==> src/cotd_pkg.sv <==
// ----------------------------------------------------------------------------
// CFF operand token decoder package
// Token kinds, lead byte codes and the record passed from parser to output.
// ----------------------------------------------------------------------------
`default_nettype none

package cotd_pkg;

    localparam int unsigned QUEUE_DEPTH_DEF = 4;

    typedef enum logic [1:0] {
        TK_INTEGER  = 2'd0,
        TK_OPERATOR = 2'd1,
        TK_REAL_NIB = 2'd2,
        TK_TRUNC    = 2'd3
    } t_token_kind;

    localparam logic [7:0] BYTE_ESCAPE    = 8'd12;
    localparam logic [7:0] BYTE_ENDCHAR   = 8'd14;
    localparam logic [7:0] BYTE_SHORTINT  = 8'd28;
    localparam logic [7:0] BYTE_LONGINT   = 8'd29;
    localparam logic [7:0] BYTE_REAL      = 8'd30;
    localparam logic [7:0] BYTE_SMALL_LO  = 8'd32;
    localparam logic [7:0] BYTE_SMALL_HI  = 8'd246;
    localparam logic [7:0] BYTE_POS_LO    = 8'd247;
    localparam logic [7:0] BYTE_POS_HI    = 8'd250;
    localparam logic [7:0] BYTE_NEG_HI    = 8'd254;
    localparam logic [7:0] ESCAPE_PREFIX  = 8'h0C;
    localparam logic [3:0] NIB_END        = 4'hF;
    localparam logic [3:0] NIB_SKIP       = 4'hD;
    localparam logic [31:0] SMALL_BIAS    = 32'd139;
    localparam logic [31:0] TWO_BYTE_BIAS = 32'd108;

    // One or two tokens caused by one input byte; a second token is always
    // a real nibble with the same count as the first.
    typedef struct packed {
        t_token_kind        kind;
        logic signed [31:0] value;
        logic [7:0]         count;
        logic               two;
        logic [3:0]         nib2;
        logic               done;
    } t_bundle;

endpackage

`default_nettype wire

==> src/cotd_byte_if.sv <==
// ----------------------------------------------------------------------------
// CFF byte channel
// Valid/ready channel carrying one data byte and its end-of-string mark.
// ----------------------------------------------------------------------------
`default_nettype none

interface cotd_byte_if;
    logic       valid;
    logic       ready;
    logic [7:0] in_byte;
    logic       end_of_string;

    modport source (output valid, output in_byte, output end_of_string, input ready);
    modport sink   (input valid, input in_byte, input end_of_string, output ready);
endinterface

`default_nettype wire

==> src/cotd_token_if.sv <==
// ----------------------------------------------------------------------------
// CFF token channel
// Valid/ready channel carrying one decoded token.
// ----------------------------------------------------------------------------
`default_nettype none

interface cotd_token_if;
    logic               valid;
    logic               ready;
    logic [1:0]         token_kind;
    logic signed [31:0] token_value;
    logic [7:0]         operand_count;
    logic               last_of_run;
    logic               string_done;

    modport source (output valid, output token_kind, output token_value,
                    output operand_count, output last_of_run, output string_done,
                    input ready);
    modport sink   (input valid, input token_kind, input token_value,
                    input operand_count, input last_of_run, input string_done,
                    output ready);
endinterface

`default_nettype wire

==> src/cotd_front.sv <==
// ----------------------------------------------------------------------------
// CFF token parser
// Accepts one byte per transfer, tracks the parse phase and pushes the
// tokens that the byte causes into the queue as one record.
// ----------------------------------------------------------------------------
`default_nettype none

module cotd_front
    import cotd_pkg::*;
(
    input  wire logic    i_clk,
    input  wire logic    i_rst_n,
    input  wire logic    i_cfg_wr_en,
    input  wire logic    i_cfg_wr_data,
    cotd_byte_if.sink    i_byte,
    input  wire logic    i_full,
    output logic         o_push,
    output t_bundle      o_bundle
);

    typedef enum logic [1:0] {
        PH_IDLE,
        PH_OPERAND,
        PH_ESCAPE,
        PH_REAL
    } t_phase;

    t_phase      r_phase, n_phase;
    logic [2:0]  r_bytes_left, n_bytes_left;
    logic [31:0] r_acc, n_acc;
    logic [7:0]  r_lead, n_lead;
    logic [7:0]  r_pending, n_pending;
    logic        r_stopped, n_stopped;
    logic        r_mode;

    logic        accept;
    logic        have;
    t_bundle     bund;
    logic [7:0]  b;
    logic        eos;
    logic [31:0] acc_shift;
    logic [2:0]  left_dec;
    logic [3:0]  hi, lo;
    logic [31:0] mag;
    logic [31:0] decoded;
    logic [7:0]  pending_inc;

    assign accept       = i_byte.valid && !i_full;
    assign i_byte.ready = !i_full;
    assign b            = i_byte.in_byte;
    assign eos          = i_byte.end_of_string;
    assign acc_shift    = {r_acc[23:0], b};
    assign left_dec     = r_bytes_left - 3'd1;
    assign hi           = b[7:4];
    assign lo           = b[3:0];
    assign pending_inc  = (r_pending == 8'hFF) ? r_pending : r_pending + 8'd1;
    assign mag          = {22'd0, r_lead[1:0] + 2'd1, acc_shift[7:0]} + TWO_BYTE_BIAS;

    always_comb begin
        priority if (r_lead == BYTE_SHORTINT) begin
            decoded = {{16{acc_shift[15]}}, acc_shift[15:0]};
        end else if (r_lead == BYTE_LONGINT) begin
            decoded = acc_shift;
        end else if (r_lead <= BYTE_POS_HI) begin
            decoded = mag;
        end else begin
            decoded = 32'd0 - mag;
        end
    end

    always_comb begin
        n_phase      = r_phase;
        n_bytes_left = r_bytes_left;
        n_acc        = r_acc;
        n_lead       = r_lead;
        n_pending    = r_pending;
        n_stopped    = r_stopped;
        have         = 1'b0;
        bund.kind    = TK_INTEGER;
        bund.value   = 32'sd0;
        bund.count   = r_pending;
        bund.two     = 1'b0;
        bund.nib2    = 4'd0;
        bund.done    = eos;

        if (!r_stopped) begin
            unique case (r_phase)
                PH_IDLE: begin
                    priority if (b >= BYTE_SMALL_LO && b <= BYTE_SMALL_HI) begin
                        have       = 1'b1;
                        bund.kind  = TK_INTEGER;
                        bund.value = {24'd0, b} - SMALL_BIAS;
                        n_pending  = pending_inc;
                    end else if (b >= BYTE_POS_LO && b <= BYTE_NEG_HI) begin
                        n_lead       = b;
                        n_acc        = 32'd0;
                        n_bytes_left = 3'd1;
                        n_phase      = PH_OPERAND;
                    end else if (b == BYTE_SHORTINT) begin
                        n_lead       = b;
                        n_acc        = 32'd0;
                        n_bytes_left = 3'd2;
                        n_phase      = PH_OPERAND;
                    end else if (b == BYTE_LONGINT) begin
                        n_lead       = b;
                        n_acc        = 32'd0;
                        n_bytes_left = 3'd4;
                        n_phase      = PH_OPERAND;
                    end else if (b == BYTE_REAL && !r_mode) begin
                        n_phase = PH_REAL;
                    end else if (b == BYTE_ESCAPE && !eos) begin
                        n_phase = PH_ESCAPE;
                    end else begin
                        have       = 1'b1;
                        bund.kind  = TK_OPERATOR;
                        bund.value = {24'd0, b};
                        n_pending  = 8'd0;
                        if (r_mode && b == BYTE_ENDCHAR) begin
                            n_stopped = 1'b1;
                            bund.done = 1'b1;
                        end
                    end
                    if (n_phase == PH_OPERAND && eos) begin
                        have       = 1'b1;
                        bund.kind  = TK_TRUNC;
                        bund.value = {24'd0, b};
                    end
                end
                PH_OPERAND: begin
                    n_acc        = acc_shift;
                    n_bytes_left = left_dec;
                    if (left_dec == 3'd0) begin
                        have       = 1'b1;
                        bund.kind  = TK_INTEGER;
                        bund.value = decoded;
                        n_pending  = pending_inc;
                        n_phase    = PH_IDLE;
                    end else if (eos) begin
                        have       = 1'b1;
                        bund.kind  = TK_TRUNC;
                        bund.value = {24'd0, r_lead};
                    end
                end
                PH_ESCAPE: begin
                    have       = 1'b1;
                    bund.kind  = TK_OPERATOR;
                    bund.value = {16'd0, ESCAPE_PREFIX, b};
                    n_pending  = 8'd0;
                    n_phase    = PH_IDLE;
                end
                PH_REAL: begin
                    bund.kind = TK_REAL_NIB;
                    if (hi != NIB_SKIP) begin
                        have       = 1'b1;
                        bund.value = {28'd0, hi};
                    end
                    if (hi == NIB_END) begin
                        n_pending = pending_inc;
                        n_phase   = PH_IDLE;
                    end else begin
                        if (lo != NIB_SKIP) begin
                            if (have) begin
                                bund.two  = 1'b1;
                                bund.nib2 = lo;
                            end else begin
                                have       = 1'b1;
                                bund.value = {28'd0, lo};
                            end
                        end
                        if (lo == NIB_END) begin
                            n_pending = pending_inc;
                            n_phase   = PH_IDLE;
                        end
                    end
                end
                default: begin
                    n_phase = PH_IDLE;
                end
            endcase
        end

        if (eos) begin
            n_phase      = PH_IDLE;
            n_bytes_left = 3'd0;
            n_pending    = 8'd0;
            n_stopped    = 1'b0;
        end
    end

    assign o_push   = accept && have;
    assign o_bundle = bund;

    always_ff @(posedge i_clk) begin
        if (!i_rst_n) begin
            r_phase      <= PH_IDLE;
            r_bytes_left <= 3'd0;
            r_acc        <= 32'd0;
            r_lead       <= 8'd0;
            r_pending    <= 8'd0;
            r_stopped    <= 1'b0;
            r_mode       <= 1'b0;
        end else begin
            if (i_cfg_wr_en) begin
                r_mode <= i_cfg_wr_data;
            end
            if (accept) begin
                r_phase      <= n_phase;
                r_bytes_left <= n_bytes_left;
                r_acc        <= n_acc;
                r_lead       <= n_lead;
                r_pending    <= n_pending;
                r_stopped    <= n_stopped;
            end
        end
    end

`ifndef NO_ASSERTIONS
    a_operand_has_bytes: assert property (@(posedge i_clk) disable iff (!i_rst_n)
        (r_phase == PH_OPERAND) |-> (r_bytes_left != 3'd0))
        else $error("operand phase with no bytes left");
    a_stop_from_idle: assert property (@(posedge i_clk) disable iff (!i_rst_n)
        r_stopped |-> (r_phase == PH_IDLE))
        else $error("parser stopped outside idle phase");
`endif

endmodule

`default_nettype wire

==> src/cotd_queue.sv <==
// ----------------------------------------------------------------------------
// CFF token queue
// Short register queue of token records between parser and output stage.
// ----------------------------------------------------------------------------
`default_nettype none

module cotd_queue
    import cotd_pkg::*;
#(
    parameter int unsigned DEPTH = QUEUE_DEPTH_DEF
) (
    input  wire logic i_clk,
    input  wire logic i_rst_n,
    input  wire logic i_push,
    input  t_bundle   i_data,
    input  wire logic i_pop,
    output logic      o_full,
    output logic      o_empty,
    output t_bundle   o_head
);

    localparam int unsigned AW = $clog2(DEPTH);
    localparam int unsigned CW = $clog2(DEPTH + 1);

    t_bundle         r_mem [DEPTH];
    logic [AW-1:0]   r_wr_ptr;
    logic [AW-1:0]   r_rd_ptr;
    logic [CW-1:0]   r_count;

    assign o_full  = (r_count == CW'(DEPTH));
    assign o_empty = (r_count == '0);
    assign o_head  = r_mem[r_rd_ptr];

    always_ff @(posedge i_clk) begin
        if (i_push) begin
            r_mem[r_wr_ptr] <= i_data;
        end
    end

    always_ff @(posedge i_clk) begin
        if (!i_rst_n) begin
            r_wr_ptr <= '0;
            r_rd_ptr <= '0;
            r_count  <= '0;
        end else begin
            if (i_push) begin
                r_wr_ptr <= (r_wr_ptr == AW'(DEPTH - 1)) ? '0 : r_wr_ptr + AW'(1);
            end
            if (i_pop) begin
                r_rd_ptr <= (r_rd_ptr == AW'(DEPTH - 1)) ? '0 : r_rd_ptr + AW'(1);
            end
            unique case ({i_push, i_pop})
                2'b10:   r_count <= r_count + CW'(1);
                2'b01:   r_count <= r_count - CW'(1);
                default: r_count <= r_count;
            endcase
        end
    end

`ifndef NO_ASSERTIONS
    a_no_overflow: assert property (@(posedge i_clk) disable iff (!i_rst_n)
        i_push |-> (!o_full || i_pop))
        else $error("push into full queue");
    a_no_underflow: assert property (@(posedge i_clk) disable iff (!i_rst_n)
        i_pop |-> !o_empty)
        else $error("pop from empty queue");
`endif

endmodule

`default_nettype wire

==> src/cotd_back.sv <==
// ----------------------------------------------------------------------------
// CFF token output stage
// Splits each queued record into single tokens and holds them in the
// output register until transferred.
// ----------------------------------------------------------------------------
`default_nettype none

module cotd_back
    import cotd_pkg::*;
(
    input  wire logic    i_clk,
    input  wire logic    i_rst_n,
    input  wire logic    i_empty,
    input  t_bundle      i_head,
    output logic         o_pop,
    cotd_token_if.source o_token
);

    logic               r_valid;
    logic               r_second;
    logic [1:0]         r_kind;
    logic signed [31:0] r_value;
    logic [7:0]         r_count;
    logic               r_last;
    logic               r_done;

    logic load;
    logic take;
    logic split_first;

    assign load        = !r_valid || o_token.ready;
    assign take        = load && !i_empty;
    assign split_first = i_head.two && !r_second;
    assign o_pop       = take && !split_first;

    assign o_token.valid         = r_valid;
    assign o_token.token_kind    = r_kind;
    assign o_token.token_value   = r_value;
    assign o_token.operand_count = r_count;
    assign o_token.last_of_run   = r_last;
    assign o_token.string_done   = r_done;

    always_ff @(posedge i_clk) begin
        if (!i_rst_n) begin
            r_valid  <= 1'b0;
            r_second <= 1'b0;
            r_kind   <= 2'd0;
            r_value  <= 32'sd0;
            r_count  <= 8'd0;
            r_last   <= 1'b0;
            r_done   <= 1'b0;
        end else if (load) begin
            r_valid <= !i_empty;
            if (take) begin
                r_count <= i_head.count;
                r_done  <= i_head.done;
                if (r_second) begin
                    r_kind  <= TK_REAL_NIB;
                    r_value <= {28'd0, i_head.nib2};
                end else begin
                    r_kind  <= i_head.kind;
                    r_value <= i_head.value;
                end
                r_last   <= !split_first;
                r_second <= split_first;
            end
        end
    end

`ifndef NO_ASSERTIONS
    a_second_needs_head: assert property (@(posedge i_clk) disable iff (!i_rst_n)
        r_second |-> (!i_empty && i_head.two))
        else $error("second nibble pending without its record");
`endif

endmodule

`default_nettype wire

==> src/cff_operand_token_decoder.sv <==
// ----------------------------------------------------------------------------
// CFF operand token decoder
// Decodes CFF DICT and Type 2 charstring bytes into operand, operator,
// real nibble and truncation tokens.
// ----------------------------------------------------------------------------
// Datapath: each accepted byte's record is written into the token queue, and
//   its tokens are then registered in the output register until transferred.
// Throughput: one byte per cycle while the queue is not full; output is one token
//   per cycle when ready, so a real byte with two nibbles gives two tokens.
// The token queue (QUEUE_DEPTH records) absorbs output stalls.
// Reset: synchronous, active low; parser idle, count cleared, DICT mode.
// ----------------------------------------------------------------------------
`default_nettype none

module cff_operand_token_decoder
    import cotd_pkg::*;
#(
    parameter int unsigned QUEUE_DEPTH = QUEUE_DEPTH_DEF
) (
    input  wire logic    i_clk,
    input  wire logic    i_rst_n,
    input  wire logic    i_cfg_wr_en,
    input  wire logic    i_cfg_wr_data,
    cotd_byte_if.sink    i_byte,
    cotd_token_if.source o_token
);

    logic    push;
    logic    pop;
    logic    full;
    logic    empty;
    t_bundle push_data;
    t_bundle head;

    cotd_front u_front (
        .i_clk         (i_clk),
        .i_rst_n       (i_rst_n),
        .i_cfg_wr_en   (i_cfg_wr_en),
        .i_cfg_wr_data (i_cfg_wr_data),
        .i_byte        (i_byte),
        .i_full        (full),
        .o_push        (push),
        .o_bundle      (push_data)
    );

    cotd_queue #(
        .DEPTH (QUEUE_DEPTH)
    ) u_queue (
        .i_clk   (i_clk),
        .i_rst_n (i_rst_n),
        .i_push  (push),
        .i_data  (push_data),
        .i_pop   (pop),
        .o_full  (full),
        .o_empty (empty),
        .o_head  (head)
    );

    cotd_back u_back (
        .i_clk   (i_clk),
        .i_rst_n (i_rst_n),
        .i_empty (empty),
        .i_head  (head),
        .o_pop   (pop),
        .o_token (o_token)
    );

endmodule

`default_nettype wire
==> src/flat_wrapper.sv <==
// flat-port wrapper written by rule: the top's interface ports become plain ports
module cff_operand_token_decoder_flat import cotd_pkg::*;
#(
    parameter int unsigned QUEUE_DEPTH = QUEUE_DEPTH_DEF
)
  (i_clk, i_rst_n, i_cfg_wr_en, i_cfg_wr_data, i_byte_valid, i_byte_in_byte, i_byte_end_of_string, i_byte_ready, o_token_valid, o_token_token_kind, o_token_token_value, o_token_operand_count, o_token_last_of_run, o_token_string_done, o_token_ready);
  cotd_byte_if i_byte_i ();
  cotd_token_if o_token_i ();
  input  wire logic i_clk;
  input  wire logic i_rst_n;
  input  wire logic i_cfg_wr_en;
  input  wire logic i_cfg_wr_data;
  input wire logic [$bits(i_byte_i.valid)-1:0] i_byte_valid;
  input wire logic [$bits(i_byte_i.in_byte)-1:0] i_byte_in_byte;
  input wire logic [$bits(i_byte_i.end_of_string)-1:0] i_byte_end_of_string;
  output wire logic [$bits(i_byte_i.ready)-1:0] i_byte_ready;
  output wire logic [$bits(o_token_i.valid)-1:0] o_token_valid;
  output wire logic [$bits(o_token_i.token_kind)-1:0] o_token_token_kind;
  output wire logic [$bits(o_token_i.token_value)-1:0] o_token_token_value;
  output wire logic [$bits(o_token_i.operand_count)-1:0] o_token_operand_count;
  output wire logic [$bits(o_token_i.last_of_run)-1:0] o_token_last_of_run;
  output wire logic [$bits(o_token_i.string_done)-1:0] o_token_string_done;
  input wire logic [$bits(o_token_i.ready)-1:0] o_token_ready;
  assign i_byte_i.valid = i_byte_valid;
  assign i_byte_i.in_byte = i_byte_in_byte;
  assign i_byte_i.end_of_string = i_byte_end_of_string;
  assign i_byte_ready = i_byte_i.ready;
  assign o_token_valid = o_token_i.valid;
  assign o_token_token_kind = o_token_i.token_kind;
  assign o_token_token_value = o_token_i.token_value;
  assign o_token_operand_count = o_token_i.operand_count;
  assign o_token_last_of_run = o_token_i.last_of_run;
  assign o_token_string_done = o_token_i.string_done;
  assign o_token_i.ready = o_token_ready;
  cff_operand_token_decoder #(.QUEUE_DEPTH(QUEUE_DEPTH)) u_core (.i_clk(i_clk), .i_rst_n(i_rst_n), .i_cfg_wr_en(i_cfg_wr_en), .i_cfg_wr_data(i_cfg_wr_data), .i_byte(i_byte_i), .o_token(o_token_i));
endmodule
==> config.mk <==
export PLATFORM = sky130hd
export DESIGN_NAME = cff_operand_token_decoder_flat
export DESIGN_NICKNAME = d
export VERILOG_FILES = /design/src/cotd_pkg.sv /design/src/cotd_byte_if.sv /design/src/cotd_token_if.sv /design/src/cotd_front.sv /design/src/cotd_queue.sv /design/src/cotd_back.sv /design/src/cff_operand_token_decoder.sv /design/src/flat_wrapper.sv
export SDC_FILE = /design/constraint.sdc
export NUM_CORES = 1
export LEC_CHECK = 0
export BUFFER_PORTS_ARGS = -buffer_cell sky130_fd_sc_hd__buf_4
export CAP_MARGIN = 10
export CORE_ASPECT_RATIO = 0.8
export CORE_MARGIN = 2
export CORE_UTILIZATION = 45
export CTS_CLUSTER_DIAMETER = 80
export DETAILED_ROUTE_END_ITERATION = 7
export SLEW_MARGIN = 20
export SYNTH_ARGS = -nofsm -noshare
export SYNTH_HDL_FRONTEND = slang
export SYNTH_SLANG_ARGS = --single-unit
==> constraint.sdc <==
create_clock -name i_clk -period 3.85 [get_ports i_clk]
set_input_delay 0.5775 -clock i_clk [delete_from_list [all_inputs] [get_ports i_clk]]
set_output_delay 0.5775 -clock i_clk [all_outputs]
set_load 0.01 [all_outputs]
==> results.ini, run 1 <==
[layout]
num-fill-cells=2417
syn2layout_area_growth_pct=16.0
finish.net_count=1122
multiInputGateArea_um2=4640
drive_above_1_share=0.196
regArea_um2=7810
diodes=0

[drt]
drcViolationCount=0
first_pass_iters=5
num_vias=8537
drtIter0Drc=859
post_drt_wl_per_cell_um=21.4
wl_um=31600
drtAntennaViolNets=0
vias_per_cell=5.78

[setup_path]
max_stage_delay_ps=530
critPathSlowestCell=dfxtp_1
rrSetupSlack_ps=690
reg2regPathDepth=10
endpoint_kind=flop
cp-start-kind=flop
reg2reg_to=u_core.u_queue.r_mem[3][20]
crit_chain=inv_1, ha_1, or2_2, and3_1, a41oi_1, o311ai_0, xnor2_1, a221oi_1, nor3_1, buf_4
required_ps=4170
path_max_fanout=8
cp.buffers_inverters=2
critPathArrivalTime_ps=3470
crit_type=reg2reg
r2r-start=u_core.u_front.r_lead[0]
crit_family=compound AO/OA/AOI/OAI gates

[floorplanning]
io_pins=61
rows=55
die_h_um=155
dieArea_um2=29800
initial_core_util=0.455
core_area_um2=28100
die_w_um=193

[worst_hold_path]
hold_end=u_core.u_front.r_mode
min_from=i_cfg_wr_data
min_delay_path_depth=3
hp-class=in2reg

[sta]
hold_ws_ps=264
finalHoldViolCount=0
max_freq_ghz=0.317
finClkSkew_ps=11.7
max_slew_margin=0.337
setup_viol=0
min_period_ps=3160
fin_tns_setup_ps=0
worstMarginPinSlew_ps=995
grt_setup_unrepaired=no
maxSlewViolCount=0
period_share=0.820
fin_ws_ps=695

[yosys]
synth_top_area_frac=0.450
synth.top_cells.by_count=edfxtp_1, dfxtp_1, nand2_1, nor2_1, a21oi_1
syn_area_per_cell_um2=12.6
syn_nets=1057
syn-cell-area_um2=12800
seq_area_frac_synth=0.610
ys_ff_latch=294
synth_top_area_cell=edfxtp_1
synth_edf_count=192
synthArstFlopShare=0
yosysWarningCount=0
ys_top_cells_by_area=edfxtp_1, dfxtp_1, mux4_2
yosysMostFrequentCell=edfxtp_1
ys.flop_type=edfxtp_1
ys_types=74
syn_inst=1019

[grt]
grtUsageTotal=0.215
antenna_found_initial=0
overflow=0
grt_pass1_vias=8253
grt_pass1_wl_um=49100
grt_max_degree=48

[clock_tree]
clk_pin_slew_ps=60
post_cts_buffers=0
clk_latency_ps=570
clock_sinks=294
cts_htree_levels=1
cts_tree=done
cts_resized=0
cts.path.max_buffers=3
cts-root-buf=clkbuf_16
hold_buffers=0
numCtsBuffers=30

[power]
power.share.switching=0.296
worst_ir_drop_vdd_uv=383
combPwrFrac=0.254
p_per_area_nw_per_um2=639
leakage_nw=5.13
clockPowerShare=0.316
power.internal_mw=6.68
p_seq_frac=0.430
power_mw=9.49
p_switching_mw=2.81

[place]
place_congestion=0.957
hpwl_um=21000
pre_cts_ws_ps=233
numPortBuffers=60

[status]
status=finished clean

[flow_run]
drv_cap=0

-- worst reg2reg max path: stages, from the launching register on --
cell      delay, ps
dfxtp_1         530
inv_1           200
ha_1            280
or2_2           310
and3_1          310
a41oi_1         210
o311ai_0        290
xnor2_1         210
a221oi_1        300
nor3_1           90
buf_4           170
-- worst max-delay path by stage --
stage / start / end / slack (ps) / cells past startpoint
global route: u_core.u_front.r_lead[0] / u_core.u_queue.r_mem[3][20] / 500 / 10
global placement: i_byte_in_byte[3] / u_core.u_queue.r_count[2] / 310 / 15
detailed placement: i_byte_in_byte[3] / u_core.u_queue.r_count[2] / 230 / 15
finish: u_core.u_front.r_lead[0] / u_core.u_queue.r_mem[3][20] / 690 / 10
floorplan: i_byte_in_byte[0] / u_core.u_queue.r_mem[0][0] / 170 / 9
CTS: u_core.u_front.r_lead[0] / u_core.u_queue.r_mem[3][20] / 790 / 10
-- sequential cells by signal, summed over array words and instances (netlist names), named ones only --
register,cells
u_core.u_back.r_second,1
u_core.u_front.r_pending,8
u_core.u_queue.r_count,3
u_core.u_front.r_phase,2
u_core.u_back.o_token.token_kind,2
u_core.u_back.o_token.operand_count,8
u_core.u_queue.r_mem,192
u_core.u_front.r_bytes_left,3
u_core.u_front.r_acc,24
u_core.u_back.o_token.token_value,32
u_core.u_front.r_stopped,1
u_core.u_back.o_token.valid,1
u_core.u_front.r_lead,8
u_core.u_queue.r_rd_ptr,2
u_core.u_front.r_mode,1
u_core.u_queue.r_wr_ptr,2
u_core.u_back.o_token.string_done,1
u_core.u_back.o_token.last_of_run,1
-- stage by stage --
stage | instance area (um2) | instances | utilization
floorplan | 12800 | 1019 | -
global placement | 13800 | 1422 | 0.491
detailed placement | 13800 | 1422 | 0.491
global route | 14900 | 1478 | 0.528
finish | 14900 | 1478 | 0.528
CTS | 14900 | 1478 | 0.528
-- power by group through the flow --
stage	sequential, mW	combinational, mW	clock (mW)
floorplan	4.20	1.40	0
global placement	4.13	2.40	0
detailed placement	4.15	2.43	0
CTS	4.09	2.44	3.06
global route	4.14	2.67	3.18
finish	4.08	2.41	3.00
-- cells in the final DEF, fill, tap and decap left out, types with 23 or more instances in the layout --
master | netlist | final
nand3_1 | 40 | 40
a21oi_1 | 85 | 85
buf_4 | 4 | 91
nor2_1 | 89 | 88
clkbuf_16 | 0 | 30
dfxtp_1 | 102 | 100
a22oi_1 | 30 | 30
mux4_2 | 48 | 48
nand2_1 | 89 | 89
inv_1 | 23 | 23
edfxtp_1 | 192 | 192
o21ai_0 | 28 | 28
-- logic make-up after synthesis --
logic type	share of synthesized area
compound gates	0.118
xor+xnor	0.0157
fa+ha+maj	0.0231
buf+inv	0.0294
flops	0.610
mux	0.0938
simple gates	0.110
-- layout make-up --
type                       instances  area share
multi-input combinational        635       0.312
clock buffer                      37      0.0530
sequential                       294       0.526
clock inverter                    19      0.0162
timing repair buffer              98      0.0554
inverter                          25     0.00632
tap                              370      0.0312
-- per-layer routing --
metal | GRT usage | share of wire | vias up
met3 | 0.0329 | 0.068 | 49
met5 | 0 | 0 | -
li1 | - | - | 3969
met4 | 0.0462 | 0.020 | 0
met1 | 0.353 | 0.50 | 4200
met2 | 0.299 | 0.41 | 319
Note: power is estimated with default switching activity, not from simulation.
==> run 2: changes to the inputs <==
clock period = 2.85 ns   (was 3.85 ns; I/O delays follow)
==> run 2 against run 1 <==
Sequential cell count stayed put; routed wire length is 2.2% lower; clock skew is 2.2 ps higher; worst hold slack worse by 160 ps; combinational power is 39% higher; global-route usage is 0.47 points lower; core utilization is 2.5 points higher; clock power is 29% higher; sequential share of layout area is 2.4 points lower.
==> results.ini, run 2 (synthesized netlist as in run 1, its figures left out) <==
[setup_path]
path_max_fanout=7  ; -1
crit_type=reg2reg
reg2regPathDepth=9  ; -1
required_ps=3280  ; -890 ps
reg2reg_to=u_core.u_queue.r_mem[0][19]
endpoint_kind=flop
rrSetupSlack_ps=160  ; -530 ps
r2r-start=u_core.u_front.r_lead[1]
cp-start-kind=flop
critPathArrivalTime_ps=3120  ; -350 ps

[place]
place_congestion=0.926  ; -3.2%
dpl_cell_area_um2=14600  ; +5.3%
numPortBuffers=60  ; unchanged
hpwl_um=20900  ; -0.45%
place_inst=1509  ; +6.1%
pre_cts_ws_ps=-235  ; -468 ps

[drt]
vias_per_cell=5.59  ; -3.3%
post_drt_wl_per_cell_um=19.7  ; -7.6%
drtIter0Drc=916  ; +6.6%
first_pass_iters=5  ; unchanged
drcViolationCount=0  ; unchanged
num_vias=8737  ; +2.3%
drtAntennaViolNets=0  ; unchanged
wl_um=30900  ; -2.2%

[power]
power.internal_mw=8.95  ; +34%
combPwrFrac=0.262  ; +0.008
p_seq_frac=0.433  ; +0.003
leakage_nw=5.56  ; +8.4%
p_per_area_nw_per_um2=818  ; +28%
clockPowerShare=0.305  ; -0.011
power.share.switching=0.297  ; +0.000704
p_switching_mw=3.78  ; +35%
worst_ir_drop_vdd_uv=573  ; +50%

[clock_tree]
hold_buffers=0  ; unchanged
numCtsBuffers=30  ; unchanged
clock_sinks=294  ; unchanged
cts-root-buf=clkbuf_16
clk_latency_ps=570  ; about the same
cts.path.max_buffers=3  ; unchanged
clk_pin_slew_ps=70  ; about the same
cts_tree=done
cts_htree_levels=1  ; unchanged

[layout]
drive_above_1_share=0.268  ; +0.0722
final_util=0.553  ; +0.0254
finalNonFillerCells=1564  ; +5.8%
diodes=0  ; unchanged
num-fill-cells=2341  ; -3.1%
largest_reg_flops=192  ; unchanged
regMostFlops=u_core.u_queue.r_mem
finish.net_count=1209  ; +7.8%
final_cell_mix=edfxtp_1, buf_4, dfxtp_1, nand2_1, nor2_1
final_common_cell=edfxtp_1
syn2layout_area_growth_pct=21.6
final_area_um2=15600  ; +4.8%

[grt]
grt_pass1_vias=8386  ; +1.6%
overflow=0  ; unchanged
grtUsageTotal=0.211  ; -0.00472
grt_pass1_wl_um=48400  ; -1.4%
grt_max_degree=58  ; +21%
antenna_found_initial=0  ; unchanged

[floorplanning]
rows=55  ; unchanged
dieArea_um2=29800  ; unchanged
initial_core_util=0.455  ; unchanged
die_w_um=193  ; unchanged
core_area_um2=28100  ; unchanged
io_pins=61  ; unchanged
die_h_um=155  ; unchanged

[sta]
maxSlewViolCount=0  ; unchanged
finClkSkew_ps=13.9  ; +2.23 ps
min_period_ps=2690  ; -468 ps
setup_viol=0  ; unchanged
period_share=0.943  ; +0.123
hold_ws_ps=104  ; -160 ps
grt_setup_unrepaired=no
finalHoldViolCount=0  ; unchanged
max_slew_margin=0.512  ; +0.176
max_freq_ghz=0.372  ; +17%
worstMarginPinSlew_ps=731  ; -264 ps
fin_ws_ps=163  ; -532 ps

[status]
status=finished clean

[worst_hold_path]
min_delay_path_depth=3  ; unchanged
hp-class=in2reg
min_from=i_cfg_wr_data
hold_end=u_core.u_front.r_mode

[flow_run]
drv_cap=0  ; unchanged

## run 2: worst max-delay path, stage by stage, from the launching register on
cell	delay [ps]
dfxtp_1	330
inv_1	120
ha_1	250
or2_2	290
and3_1	210
buf_4	170
o41ai_1	420
a21oi_1	120
nor3_1	420
buf_4	210
## run 2: worst max path at each step
stage | depth (start not counted) | to | slack, ps | startpoint
2_1_floorplan | 14 | u_core.u_queue.r_count[2] | -160 | i_byte_in_byte[2]
3_3_place_gp | 14 | u_core.u_queue.r_count[2] | -170 | i_byte_in_byte[2]
3_5_place_dp | 12 | u_core.u_queue.r_mem[0][21] | -240 | i_byte_in_byte[2]
4_1_cts | 14 | u_core.u_queue.r_count[2] | 160 | u_core.u_front.r_bytes_left[0]
5_1_grt | 14 | u_core.u_queue.r_count[2] | 20 | u_core.u_front.r_bytes_left[0]
6_report | 9 | u_core.u_queue.r_mem[0][19] | 160 | u_core.u_front.r_lead[1]
## run 2: repair_timing
item                       4_1_cts  5_1_grt
setup endpoints to repair        0        9
hold endpoints to repair         0        0
setup buffers                    0        0
gates resized for setup          0        4
## run 2: per-stage QoR
step	TNS, ps	power, mW
final	0	12.7
after global routing	0	13.4
after CTS	0	12.9
after detailed placement	-7080	8.98
after global placement	-3070	8.91
after floorplan	-4430	7.59
## run 2: layout make-up
cell class / count / area (um2) / area share
clock inverter: 15 / 174 / 0.0112
clock buffer: 40 / 818 / 0.0526
timing repair buffer: 185 / 1490 / 0.0956
sequential: 294 / 7810 / 0.502
multi-input combinational: 635 / 4720 / 0.303
inverter: 25 / 96.3 / 0.00619
tap: 370 / 463 / 0.0297
## run 2: power by group through the flow
| stage | combinational, mW | clock, mW | sequential, mW |
|---|---|---|---|
| 2_1_floorplan | 1.93 | 0 | 5.67 |
| 3_3_place_gp | 3.33 | 0 | 5.58 |
| 3_5_place_dp | 3.38 | 0 | 5.60 |
| 4_1_cts | 3.38 | 3.96 | 5.52 |
| 5_1_grt | 3.70 | 4.13 | 5.58 |
| 6_report | 3.34 | 3.88 | 5.51 |
## run 2: per-layer routing
metal / part of all wire / GRT usage / up-vias / wire (um)
met4: 0.018 / 0.0429 / 0 / 554
met1: 0.50 / 0.347 / 4246 / 15400
met2: 0.41 / 0.288 / 316 / 12800
li1: - / - / 4135 / -
met5: 0 / 0 / - / 0
met3: 0.069 / 0.0365 / 40 / 2140
